$ cat config.mk
export PLATFORM = sky130hd
export DESIGN_NAME = rsa_modular_exponentiation_top
export DESIGN_NICKNAME = d
export VERILOG_FILES = /design/src/rme_pkg.sv /design/src/rme_datapath.sv /design/src/rme_controller.sv /design/src/rsa_modular_exponentiation_top.sv
export SDC_FILE = /design/constraint.sdc
export NUM_CORES = 2
export LEC_CHECK = 0
export BUFFER_PORTS_ARGS = -buffer_cell sky130_fd_sc_hd__buf_2
export CAP_MARGIN = 10
export CORE_MARGIN = 2
export CORE_UTILIZATION = 60
export DETAILED_ROUTE_END_ITERATION = 7
export GPL_TIMING_DRIVEN = 0
export PLACE_DENSITY = 0.87
export SYNTH_ARGS = -nofsm -noshare
export SYNTH_HDL_FRONTEND = slang
export SYNTH_SLANG_ARGS = --single-unit
$ cat constraint.sdc
create_clock -name clk -period 8.8 [get_ports clk]
set_input_delay 1.76 -clock clk [delete_from_list [all_inputs] [get_ports clk]]
set_output_delay 1.76 -clock clk [all_outputs]
set_load 0.05 [all_outputs]
$ cat src/rme_pkg.sv
// Shared types and constants of the RSA modular exponentiation block.
// Depends on nothing; used by the controller, the datapath and the top level.
package rme_pkg;

  localparam int WORD_BITS = 32;
  localparam int PROD_BITS = 2 * WORD_BITS;
  localparam int RED_CNT_W = $clog2(WORD_BITS);
  localparam int ADDR_BITS = 4;

  // Register indexes (byte address divided by four).
  localparam logic [1:0] REG_MODULUS     = 2'd0;
  localparam logic [1:0] REG_PUBLIC_EXP  = 2'd1;
  localparam logic [1:0] REG_PRIVATE_EXP = 2'd2;

  // Operation codes of an input beat.
  localparam logic OP_ENCRYPT = 1'b0;
  localparam logic OP_DECRYPT = 1'b1;

  typedef enum logic [1:0] {
    RS_ACC  = 2'd0,
    RS_ONE  = 2'd1,
    RS_ZERO = 2'd2
  } res_sel_t;

  typedef struct packed {
    logic     load;       // latch message, exponent and acc = 1
    logic     mul;        // form a product and clear the reducer
    logic     mul_acc;    // product is acc * base, else base * base
    logic     red;        // one two-bit reduction step
    logic     wb_acc;     // write remainder to the accumulator
    logic     wb_base;    // write remainder to the base
    logic     shift_exp;  // move to the next exponent bit
    logic     out_load;   // capture the result register
    res_sel_t res_sel;
  } rme_cmd_t;

  typedef struct packed {
    logic sel_exp_zero;   // exponent chosen by the waiting beat is zero
    logic mod_zero;
    logic exp_bit;
    logic exp_zero;
    logic exp_upper_zero;
    logic red_last;
  } rme_sts_t;

endpackage

$ cat src/rme_datapath.sv
// Datapath of the modular exponentiation block: operand registers, one
// 32x32 multiplier and a two-bit-per-cycle shift-subtract reducer.
// Depends on rme_pkg.
module rme_datapath (
  input  logic                             clk,
  input  rme_pkg::rme_cmd_t                cmd,
  output rme_pkg::rme_sts_t                sts,
  input  logic                             in_operation,
  input  logic [rme_pkg::WORD_BITS-1:0]    in_message_value,
  input  logic [rme_pkg::WORD_BITS-1:0]    modulus,
  input  logic [rme_pkg::WORD_BITS-1:0]    public_exponent,
  input  logic [rme_pkg::WORD_BITS-1:0]    private_exponent,
  output logic [rme_pkg::WORD_BITS-1:0]    result_value
);
  import rme_pkg::*;

  logic [WORD_BITS-1:0] acc_r, acc_nxt;
  logic [WORD_BITS-1:0] base_r, base_nxt;
  logic [WORD_BITS-1:0] exp_r, exp_nxt;
  logic [PROD_BITS-1:0] prod_r, prod_nxt;
  logic [WORD_BITS-1:0] rem_r, rem_nxt;
  logic [RED_CNT_W-1:0] red_cnt_r, red_cnt_nxt;
  logic [WORD_BITS-1:0] res_r, res_nxt;
  logic [WORD_BITS-1:0] sel_exp;
  logic [WORD_BITS-1:0] mul_a;
  logic [WORD_BITS:0]   t1, t2;
  logic [WORD_BITS-1:0] r1;

  assign sel_exp = (in_operation == OP_DECRYPT) ? private_exponent : public_exponent;
  assign mul_a   = cmd.mul_acc ? acc_r : base_r;

  // Two restoring steps: the partial remainder always stays below the modulus.
  always_comb begin
    t1 = {rem_r, prod_r[PROD_BITS-1]};
    if (t1 >= {1'b0, modulus}) begin
      t1 = t1 - {1'b0, modulus};
    end
    r1 = t1[WORD_BITS-1:0];
    t2 = {r1, prod_r[PROD_BITS-2]};
    if (t2 >= {1'b0, modulus}) begin
      t2 = t2 - {1'b0, modulus};
    end
  end

  always_comb begin
    acc_nxt     = acc_r;
    base_nxt    = base_r;
    exp_nxt     = exp_r;
    prod_nxt    = prod_r;
    rem_nxt     = rem_r;
    red_cnt_nxt = red_cnt_r;
    res_nxt     = res_r;
    if (cmd.load) begin
      acc_nxt  = WORD_BITS'(1);
      base_nxt = in_message_value;
      exp_nxt  = sel_exp;
    end
    if (cmd.mul) begin
      prod_nxt    = PROD_BITS'(mul_a) * PROD_BITS'(base_r);
      rem_nxt     = '0;
      red_cnt_nxt = '0;
    end
    if (cmd.red) begin
      prod_nxt    = {prod_r[PROD_BITS-3:0], 2'b00};
      rem_nxt     = t2[WORD_BITS-1:0];
      red_cnt_nxt = red_cnt_r + RED_CNT_W'(1);
    end
    if (cmd.wb_acc) begin
      acc_nxt = rem_r;
    end
    if (cmd.wb_base) begin
      base_nxt = rem_r;
    end
    if (cmd.shift_exp) begin
      exp_nxt = {1'b0, exp_r[WORD_BITS-1:1]};
    end
    if (cmd.out_load) begin
      case (cmd.res_sel)
        RS_ONE:  res_nxt = WORD_BITS'(1);
        RS_ZERO: res_nxt = '0;
        default: res_nxt = acc_r;
      endcase
    end
  end

  always_ff @(posedge clk) begin
    acc_r     <= acc_nxt;
    base_r    <= base_nxt;
    exp_r     <= exp_nxt;
    prod_r    <= prod_nxt;
    rem_r     <= rem_nxt;
    red_cnt_r <= red_cnt_nxt;
    res_r     <= res_nxt;
  end

  assign sts.sel_exp_zero   = (sel_exp == '0);
  assign sts.mod_zero       = (modulus == '0);
  assign sts.exp_bit        = exp_r[0];
  assign sts.exp_zero       = (exp_r == '0);
  assign sts.exp_upper_zero = (exp_r[WORD_BITS-1:1] == '0);
  assign sts.red_last       = (red_cnt_r == RED_CNT_W'(WORD_BITS - 1));
  assign result_value       = res_r;

endmodule

$ cat src/rme_controller.sv
// Controller state machine of the modular exponentiation block: sequences
// the multiply and reduce steps per exponent bit and owns the handshakes.
// Depends on rme_pkg.
module rme_controller (
  input  logic              clk,
  input  logic              rst_n,
  input  logic              in_valid,
  output logic              in_ready,
  output logic              out_valid,
  input  logic              out_ready,
  input  rme_pkg::rme_sts_t sts,
  output rme_pkg::rme_cmd_t cmd
);
  import rme_pkg::*;

  typedef enum logic [5:0] {
    S_IDLE  = 6'b000001,
    S_CHECK = 6'b000010,
    S_MUL   = 6'b000100,
    S_RED   = 6'b001000,
    S_WB    = 6'b010000,
    S_FIN   = 6'b100000
  } state_t;

  typedef enum logic {
    ST_MULT   = 1'b0,
    ST_SQUARE = 1'b1
  } step_t;

  state_t   state_r, state_nxt;
  step_t    step_r, step_nxt;
  res_sel_t res_sel_r, res_sel_nxt;
  logic     out_valid_r, out_valid_nxt;

  assign in_ready  = (state_r == S_IDLE);
  assign out_valid = out_valid_r;

  always_comb begin
    state_nxt     = state_r;
    step_nxt      = step_r;
    res_sel_nxt   = res_sel_r;
    out_valid_nxt = out_valid_r;
    cmd           = '0;
    cmd.res_sel   = res_sel_r;
    if (out_valid_r && out_ready) begin
      out_valid_nxt = 1'b0;
    end
    unique case (state_r)
      S_IDLE: begin
        if (in_valid) begin
          cmd.load = 1'b1;
          if (sts.sel_exp_zero) begin
            res_sel_nxt = RS_ONE;
            state_nxt   = S_FIN;
          end else if (sts.mod_zero) begin
            res_sel_nxt = RS_ZERO;
            state_nxt   = S_FIN;
          end else begin
            res_sel_nxt = RS_ACC;
            state_nxt   = S_CHECK;
          end
        end
      end
      S_CHECK: begin
        if (sts.exp_zero) begin
          state_nxt = S_FIN;
        end else begin
          step_nxt  = sts.exp_bit ? ST_MULT : ST_SQUARE;
          state_nxt = S_MUL;
        end
      end
      S_MUL: begin
        cmd.mul     = 1'b1;
        cmd.mul_acc = (step_r == ST_MULT);
        state_nxt   = S_RED;
      end
      S_RED: begin
        cmd.red = 1'b1;
        if (sts.red_last) begin
          state_nxt = S_WB;
        end
      end
      S_WB: begin
        if (step_r == ST_MULT) begin
          cmd.wb_acc = 1'b1;
          // No set bit left above this one: the accumulator is final.
          if (sts.exp_upper_zero) begin
            state_nxt = S_FIN;
          end else begin
            step_nxt  = ST_SQUARE;
            state_nxt = S_MUL;
          end
        end else begin
          cmd.wb_base   = 1'b1;
          cmd.shift_exp = 1'b1;
          state_nxt     = S_CHECK;
        end
      end
      S_FIN: begin
        if (!out_valid_r || out_ready) begin
          cmd.out_load  = 1'b1;
          out_valid_nxt = 1'b1;
          state_nxt     = S_IDLE;
        end
      end
      default: state_nxt = S_IDLE;
    endcase
  end

  always_ff @(posedge clk) begin
    if (!rst_n) begin
      state_r     <= S_IDLE;
      step_r      <= ST_MULT;
      res_sel_r   <= RS_ACC;
      out_valid_r <= 1'b0;
    end else begin
      state_r     <= state_nxt;
      step_r      <= step_nxt;
      res_sel_r   <= res_sel_nxt;
      out_valid_r <= out_valid_nxt;
    end
  end

endmodule

$ cat src/rsa_modular_exponentiation_top.sv
// Top level of the RSA modular exponentiation block: configuration
// registers behind an APB-style port, controller and datapath.
// Depends on rme_pkg, rme_controller and rme_datapath.
//
// Each input beat carries an operation (encrypt or decrypt) and a 32-bit
// message; the block returns one beat holding the message raised to the
// public (encrypt) or private (decrypt) exponent modulo the modulus. The
// exponent is scanned right to left. For each set bit the accumulator is
// multiplied by the base, and the base is squared while set bits remain
// above. Every modular multiplication goes through one shared unit: the
// 32x32 product, then shift-subtract reduction that retires two product
// bits per cycle, then a write-back. Each exponent bit costs a check plus
// one multiplication (bit clear) or at most two (bit set); scanning stops
// after the highest set bit. An exponent of zero returns 1 and a modulus
// of zero returns 0. One item is processed at a time; a new input beat is
// taken as soon as the previous result is in the output register, even if
// that result has not yet been taken. Registers: modulus at byte address 0
// (reset 1), public exponent at 4 and private exponent at 8 (reset 0); the
// two low address bits are not decoded, and writes at 12 to 15 are ignored
// and read back as zero. Configuration must only be written while no item
// is in progress.
module rsa_modular_exponentiation_top (
  input  logic                                clk,
  input  logic                                rst_n,
  input  logic                                in_valid,
  output logic                                in_ready,
  input  logic                                in_operation,
  input  logic [rme_pkg::WORD_BITS-1:0]       in_message_value,
  output logic                                out_valid,
  input  logic                                out_ready,
  output logic [rme_pkg::WORD_BITS-1:0]       out_result_value,
  input  logic                                psel,
  input  logic                                penable,
  input  logic                                pwrite,
  input  logic [rme_pkg::ADDR_BITS-1:0]       paddr,
  input  logic [rme_pkg::WORD_BITS-1:0]       pwdata,
  output logic [rme_pkg::WORD_BITS-1:0]       prdata,
  output logic                                pready
);
  import rme_pkg::*;

  logic [WORD_BITS-1:0] modulus_r, modulus_nxt;
  logic [WORD_BITS-1:0] pub_exp_r, pub_exp_nxt;
  logic [WORD_BITS-1:0] priv_exp_r, priv_exp_nxt;
  logic                 wr_en;
  logic [1:0]           reg_idx;
  rme_cmd_t             cmd;
  rme_sts_t             sts;

  assign pready  = 1'b1;
  assign wr_en   = psel && penable && pwrite;
  assign reg_idx = paddr[ADDR_BITS-1:2];

  always_comb begin
    modulus_nxt  = modulus_r;
    pub_exp_nxt  = pub_exp_r;
    priv_exp_nxt = priv_exp_r;
    if (wr_en) begin
      unique case (reg_idx)
        REG_MODULUS:     modulus_nxt  = pwdata;
        REG_PUBLIC_EXP:  pub_exp_nxt  = pwdata;
        REG_PRIVATE_EXP: priv_exp_nxt = pwdata;
        default: ;
      endcase
    end
  end

  always_comb begin
    unique case (reg_idx)
      REG_MODULUS:     prdata = modulus_r;
      REG_PUBLIC_EXP:  prdata = pub_exp_r;
      REG_PRIVATE_EXP: prdata = priv_exp_r;
      default:         prdata = '0;
    endcase
  end

  always_ff @(posedge clk) begin
    if (!rst_n) begin
      modulus_r  <= WORD_BITS'(1);
      pub_exp_r  <= '0;
      priv_exp_r <= '0;
    end else begin
      modulus_r  <= modulus_nxt;
      pub_exp_r  <= pub_exp_nxt;
      priv_exp_r <= priv_exp_nxt;
    end
  end

  rme_controller u_ctrl (
    .clk       (clk),
    .rst_n     (rst_n),
    .in_valid  (in_valid),
    .in_ready  (in_ready),
    .out_valid (out_valid),
    .out_ready (out_ready),
    .sts       (sts),
    .cmd       (cmd)
  );

  rme_datapath u_dp (
    .clk              (clk),
    .cmd              (cmd),
    .sts              (sts),
    .in_operation     (in_operation),
    .in_message_value (in_message_value),
    .modulus          (modulus_r),
    .public_exponent  (pub_exp_r),
    .private_exponent (priv_exp_r),
    .result_value     (out_result_value)
  );

endmodule
# [Word-level counts from Yosys, hierarchy flattened]
# Cells that the tools add are included.
# Widths: inputs -> output; s select.
[word_totals] reg_bits=335 out_inout_bits=67 wordCells=105
[op_classes] add_sub_neg=3 multipliers=1 magnitude_cmp=2 n_eq_ne=15 mux=46 n_bitwise=1 n_reduce_logical=21
[op_table] cell="$mux 32" n=10
[op_table] cell="$mux 64" n=2
[op_table] cell="$logic_not 32->1" n=3
[op_table] cell="$pmux 32 s3" n=1
[op_table] cell="$ge 33x32->1" n=2
[op_table] cell="$mul 32x32->64" n=1
[op_table] cell="$pmux 32 s2" n=1
[op_table] cell="$sub 32x32->32" n=2
[op_table] cell="$mux 31" n=2
[op_table] cell="$mux 6" n=8
[op_table] cell="$pmux 6 s6" n=1
[op_table] cell="$logic_not 31->1" n=1
[op_table] cell="$mux 1" n=13
[op_table] cell="$mux 5" n=2
[op_table] cell="$reduce_and 2->1" n=5
[op_table] cell="$reduce_bool 2->1" n=5
[op_table] cell="$mux 2" n=4
[op_table] cell="$eq 6x1->1 const B" n=1
[op_table] cell="$eq 6x2->1 const B" n=1
[op_table] cell="$eq 6x3->1 const B" n=1
[op_table] cell="$eq 6x4->1 const B" n=1
[op_table] cell="$eq 6x5->1 const B" n=1
[op_table] cell="$eq 6x6->1 const B" n=1
[op_table] cell="$ne 2x2->1 const B" n=3
[op_table] cell="13 further kinds" n=17

# [Logic depth before layout (Yosys ltp)]
[logic_depth] depth_word=6 depth_mapped=36 ltp_nobuf=32

# [Cells and area by module]
# A second synthesis with hierarchy kept.
[hier_totals] cells_unflattened=5612 area_unflattened_um2=52347.7
[modules_own_cells] mod="rme_datapath" instances=1 cells_per_inst=5082 area_each_um2=47566.9 seq_area_each_um2=6846.6
[modules_own_cells] mod="rsa_modular_exponentiation_top" instances=1 cells_per_inst=461 area_each_um2=4220.3 seq_area_each_um2=1921.8
[modules_own_cells] mod="rme_controller" instances=1 cells_per_inst=69 area_each_um2=560.5 seq_area_each_um2=200.2

# [Worst setup path before layout]
# Ideal clock, no wire load.
[synth_timing] path_type="reg2reg" startpoint="reg u_ctrl.state_r[5]" endpoint="reg u_dp.prod_r[61], data pin" arrival_time_ns=8.716 required_ns=8.533 slack_ns=-0.183 stages_incl_launch_ff=34 path_buffers=3 path_cell_list="dfxtp_1 > or4_1 > nor3b_1 > nand2b_1 > clkbuf_1 > clkbuf_1 > nand2_1 > nand2_1 > clkbuf_1 > and2_1 > fa_1 > fa_1 > inv_1 > fa_1 > fa_1 > inv_1 > fa_1 > fa_1 > fa_1 > inv_1 > fa_1 > inv_1 > ha_1 > a21oi_1 > o22ai_1 > nor4_1 > a211oi_1 > a21oi_1 > o21ai_1 > a21oi_1 > nor3_1 > nor4_1 > xor2_1 > o21ai_0"
[synth_between] elab_chain_cells=6 elab_cells_between_ends=8
[synth_lines] element="start: declaration" line="rme_controller.sv:30" rtl="state_t state_r, state_nxt;"
[synth_lines] element="start signal: assignment" line="rme_controller.sv:117" rtl="state_r <= state_nxt;"
[synth_lines] element="$eq 6x3->1" line="rme_controller.sv:48" rtl="unique case (state_r)"
[synth_lines] element="$mux 2" line="rme_controller.sv:48"
[synth_lines] element="$mux 32" line="rme_datapath.sv:30" rtl="assign mul_a = cmd.mul_acc ? acc_r : base_r;"
[synth_lines] element="$mul 32x32->64" line="rme_datapath.sv:59" rtl="prod_nxt = PROD_BITS'(mul_a) * PROD_BITS'(base_r);"
[synth_lines] element="$mux 64" line="rme_datapath.sv:58" rtl="if (cmd.mul) begin"
[synth_lines] element="$mux 64 *" line="rme_datapath.sv:63" rtl="if (cmd.red) begin"
[synth_lines] element="via u_dp.prod_nxt[61]" line="rme_datapath.sv:20" rtl="logic [PROD_BITS-1:0] prod_r, prod_nxt;"
[synth_lines] element="end signal: assignment" line="rme_datapath.sv:90" rtl="prod_r <= prod_nxt;"
[synth_lines] element="end: declaration" line="rme_datapath.sv:20"
# Mark *: on every way through the listed nets, which the timed path passes. The rest lies on a longest branch. The select of a mux whose other input is x is not followed.
# A chain may end at the register's enable or synchronous reset.

# [Worst setup path after layout]
[layout_timing] startpoint="reg u_ctrl.state_r[0]" endpoint="reg u_dp.prod_r[51], data pin"
# Same word-level chain as after synthesis.

==> impl_metrics.py <==
metrics = {
    "flow_run": {
        "cap_violations": 0,
    },
    "clocking": {
        "htree_levels": 2,
        "cts_root_buf": "clkbuf_16",
        "cts_buffers": 35,
        "cts_sinks": 335,
        "clk_latency_ps": 580,
        "cts_tree": "built",
        "clkTransAtPathRegs_ps": 70,
        "cts_buffer_depth": 3,
        "cts_hold_buf": 0,
    },
    "yosys": {
        "synth-compound-area-share_pct": 7.94,
        "muxShareOfSynthArea_pct": 3.14,
        "yosysWarnings": 0,
        "syn_inst": 5586,
        "synth_seq_cells": 335,
        "ys_types": 79,
        "async_flop_share_pct": 0,
        "synth_edf_count": 226,
        "synthAdderAreaFrac_pct": 42.8,
        "synthXorXnorAreaFrac_pct": 1.98,
        "synth-simple-area-share_pct": 17.7,
        "synth_fp_nets": 6890,
        "synth_top_family_by_area": "adder cells",
        "synth_area_leaders": "fa_1 (35%), edfxtp_1 (13%), ha_1 (8.0%)",
        "yosys.area.top_type_share_pct": 34.8,
        "synth_top_flop_cell": "edfxtp_1",
        "syn-cell-area_um2": 51600,
        "postSynthAreaPerCell_um2": 9.24,
        "yosysSeqAreaShare_pct": 17.4,
        "post-synth-top-area-cell": "fa_1",
    },
    "global_route": {
        "first_global_vias": 45400,
        "grtUsageTotal_pct": 44.8,
        "grt.overflow.total": 0,
        "grt_max_degree": 64,
        "grt_antenna_before_repair": 44,
        "grt_pass1_wl_um": 289000,
    },
    "drt": {
        "avgRoutedWirePerCell_um": 28.4,
        "drt_wl_total_um": 202000,
        "final_antenna_net_count": 0,
        "drc": 26,
        "viasPerCell": 6.39,
        "dr.pass1.iters": 8,
        "dr_total_vias": 45300,
        "drt_iter0_markers": 6270,
    },
    "place": {
        "portBuffers": 136,
        "placedCellCount": 6869,
        "place_congestion": 1.09,
        "post-place-ws_ps": -4020,
        "dp_hpwl_um": 151000,
    },
    "timing": {
        "max_clock_freq_mhz": 104,
        "fin_crit_ps": 9620,
        "slew_viol_final": 0,
        "fin_skew_ps": 30.3,
        "setup_slack_ps": -819,
        "finalCritPeriodShare_pct": 109,
        "finalHoldViolCount": 0,
        "rsz0062_at_grt": "yes",
        "setup_viol_count_final": 30,
        "relSlewSlack_pct": 8.66,
        "worstMarginPinSlew_ps": 1370,
    },
    "cells_and_area": {
        "final_cells": 7096,
        "nets": 7209,
        "synthToLayoutAreaGrowth_pct": 14.3,
        "multi_input_comb_area_um2": 39500,
        "regArea_um2": 8970,
        "nFillCells": 6335,
        "drive_above_1_share_pct": 13.4,
    },
    "min_path": {
        "hp-class": "flop to flop",
    },
    "outcome": {
        "outcome": "complete, but fails checks",
        "violations": "design-rule violations, negative setup slack",
    },
    "setup_path": {
        "slowest_stage": "fa_1",
        "cp.required_ps": 9100,
        "cp-start-kind": "flop",
        "crit_arrival_ps": 9920,
        "path_common_cell": "fa_1",
        "cpPeakStageDelay_ps": 600,
        "crit_path_end_kind": "flop",
        "path_class": "flop to flop",
        "cp_max_fo": 10,
    },
    "floorplan": {
        "start_util_pct": 60.5,
        "rows": 107,
        "core-area_um2": 85300,
        "die_x_um": 297,
        "pin_count": 143,
        "die_h_um": 297,
        "die_area_um2": 88400,
    },
}
[layout by cell type (no fill, tap or decap), types with 20 or more instances in the layout]
| master | count |
|---|---|
| inv_1 | 895 |
| fa_1 | 851 |
| nand2_1 | 832 |
| and2_1 | 626 |
| ha_1 | 298 |
| edfxtp_1 | 226 |
| clkbuf_1 | 188 |
| a21oi_1 | 150 |
| nor2_1 | 142 |
| buf_2 | 141 |
| o21ai_0 | 127 |
| buf_4 | 124 |
| dfxtp_1 | 106 |
| a21boi_0 | 100 |
| mux2i_1 | 91 |
| xnor2_1 | 70 |
| clkbuf_16 | 62 |
| mux2_2 | 62 |
| fa_2 | 47 |
| xor2_1 | 37 |
| nor4_1 | 35 |
| nand3_1 | 35 |
| a21o_1 | 31 |
| o21ai_1 | 29 |
| clkbuf_8 | 29 |
| nand4_1 | 29 |
| o21a_1 | 29 |
| ha_4 | 28 |
| diode_2 | 24 |
| nand2_2 | 22 |
| o21bai_1 | 22 |
| buf_6 | 21 |
| clkbuf_4 | 20 |
| and2_4 | 20 |
[per-layer routing]
layer  vias to the layer above  wire length [um]  global-route usage (%)
li1                      18100                 -                       -
met1                     22100             68900                    55.4
met2                      3955             82200                    64.0
met3                      1146             33900                    20.4
met4                        30             16600                    27.0
met5                         -               266                    2.22
[worst paths after layout]
| check | from | end | slack (ps) | cells after the start |
|---|---|---|---|---|
| worst max-delay path | u_ctrl.state_r[0] | u_dp.prod_r[51] | -820 | 33 |
| worst min-delay path | u_ctrl.res_sel_r[1] | u_ctrl.res_sel_r[1] | 480 | 2 |
| worst max register to register | u_ctrl.state_r[0] | u_dp.prod_r[51] | -820 | 33 |
| worst min register to register | u_ctrl.res_sel_r[1] | u_ctrl.res_sel_r[1] | 480 | 2 |
[stage by stage]
step / area [um^2] / hold WS, ps / TNS, ps / utilization (%)
after floorplan: 51600 / 441 / 0 / -
after global placement: 53800 / 454 / -114130 / 63.0
after detailed placement: 53900 / 464 / -121460 / 63.2
after CTS: 57800 / 477 / -2800 / 67.8
after global routing: 59000 / 510 / -14440 / 69.2
final: 59000 / 476 / -13750 / 69.2
[sequential cells by signal, summed over array words and instances (netlist names), 2 cells and up]
register,flops
modulus_r,32
priv_exp_r,32
pub_exp_r,32
u_ctrl.res_sel_r,2
u_ctrl.state_r,6
u_dp.acc_r,32
u_dp.base_r,32
u_dp.exp_r,32
u_dp.prod_r,64
u_dp.red_cnt_r,5
u_dp.rem_r,32
u_dp.result_value,32
[cell families (layout without fill, tap and decap cells)]
group,count (synthesis),count (layout)
compound gates,644,644
fa+ha+maj,1228,1228
simple gates,1876,1877
buf+inv,1231,1572
xor+xnor,117,117
other cells,1,25
flops,335,335
mux,154,154
[cell type report]
| class | instances | area share [%] |
|---|---|---|
| multi-input combinational | 4021 | 66.9 |
| clock buffer | 41 | 1.59 |
| antenna | 24 | 0.102 |
| inverter | 915 | 5.82 |
| timing repair buffer | 299 | 3.91 |
| clock inverter | 19 | 0.416 |
| tap | 1144 | 2.43 |
| sequential | 335 | 15.2 |
| buffer | 298 | 3.63 |
[synthesized netlist by cell type, types with 4 or more instances]
master and count:
a31o_2 4, edfxtp_1 226, a31oi_1 7, or3_1 5, nor4_1 39, nand2b_1 17
o31ai_1 6, nor2b_1 18, nand4_1 29, o21ai_0 170, a211o_1 4, a21o_1 32
nor2_1 150, ha_1 330, nor3_1 15, fa_1 898, and2_1 646, a21boi_0 100
o21a_1 31, buf_2 6, buf_1 4, o211ai_1 11, a22o_1 10, nand2_1 875
nand3b_1 6, o21bai_1 22, mux2_2 62, o2111ai_1 4, nor3b_1 8, dfxtp_1 109
clkbuf_1 303, nand3_1 37, mux2i_1 92, xnor2_1 76, inv_1 915, and3_1 16
a211oi_1 21, a21oi_1 171, xor2_1 41
[worst max-delay path, delay by kind of cell, from the launching register on]
family / cells / cell delay, ps
AO/OA/AOI/OAI: 8 / 990
buffers and inverters: 7 / 1040
AND/OR/NAND/NOR: 8 / 2140
XOR/XNOR: 1 / 150
flip-flops: 1 / 370
adder cells (fa/ha/maj): 9 / 4650
[what timing repair did]
action / 4_1_cts / 5_1_grt
pin swaps: 81 / 174
resized for setup: 483 / 231
buffers inserted: 98 / 59
gates cloned: 8 / 0
setup endpoints to repair: 53 / 41
Power is not shown: default switching activity piles up to over one toggle a cycle in this logic, so the estimate is an artifact.
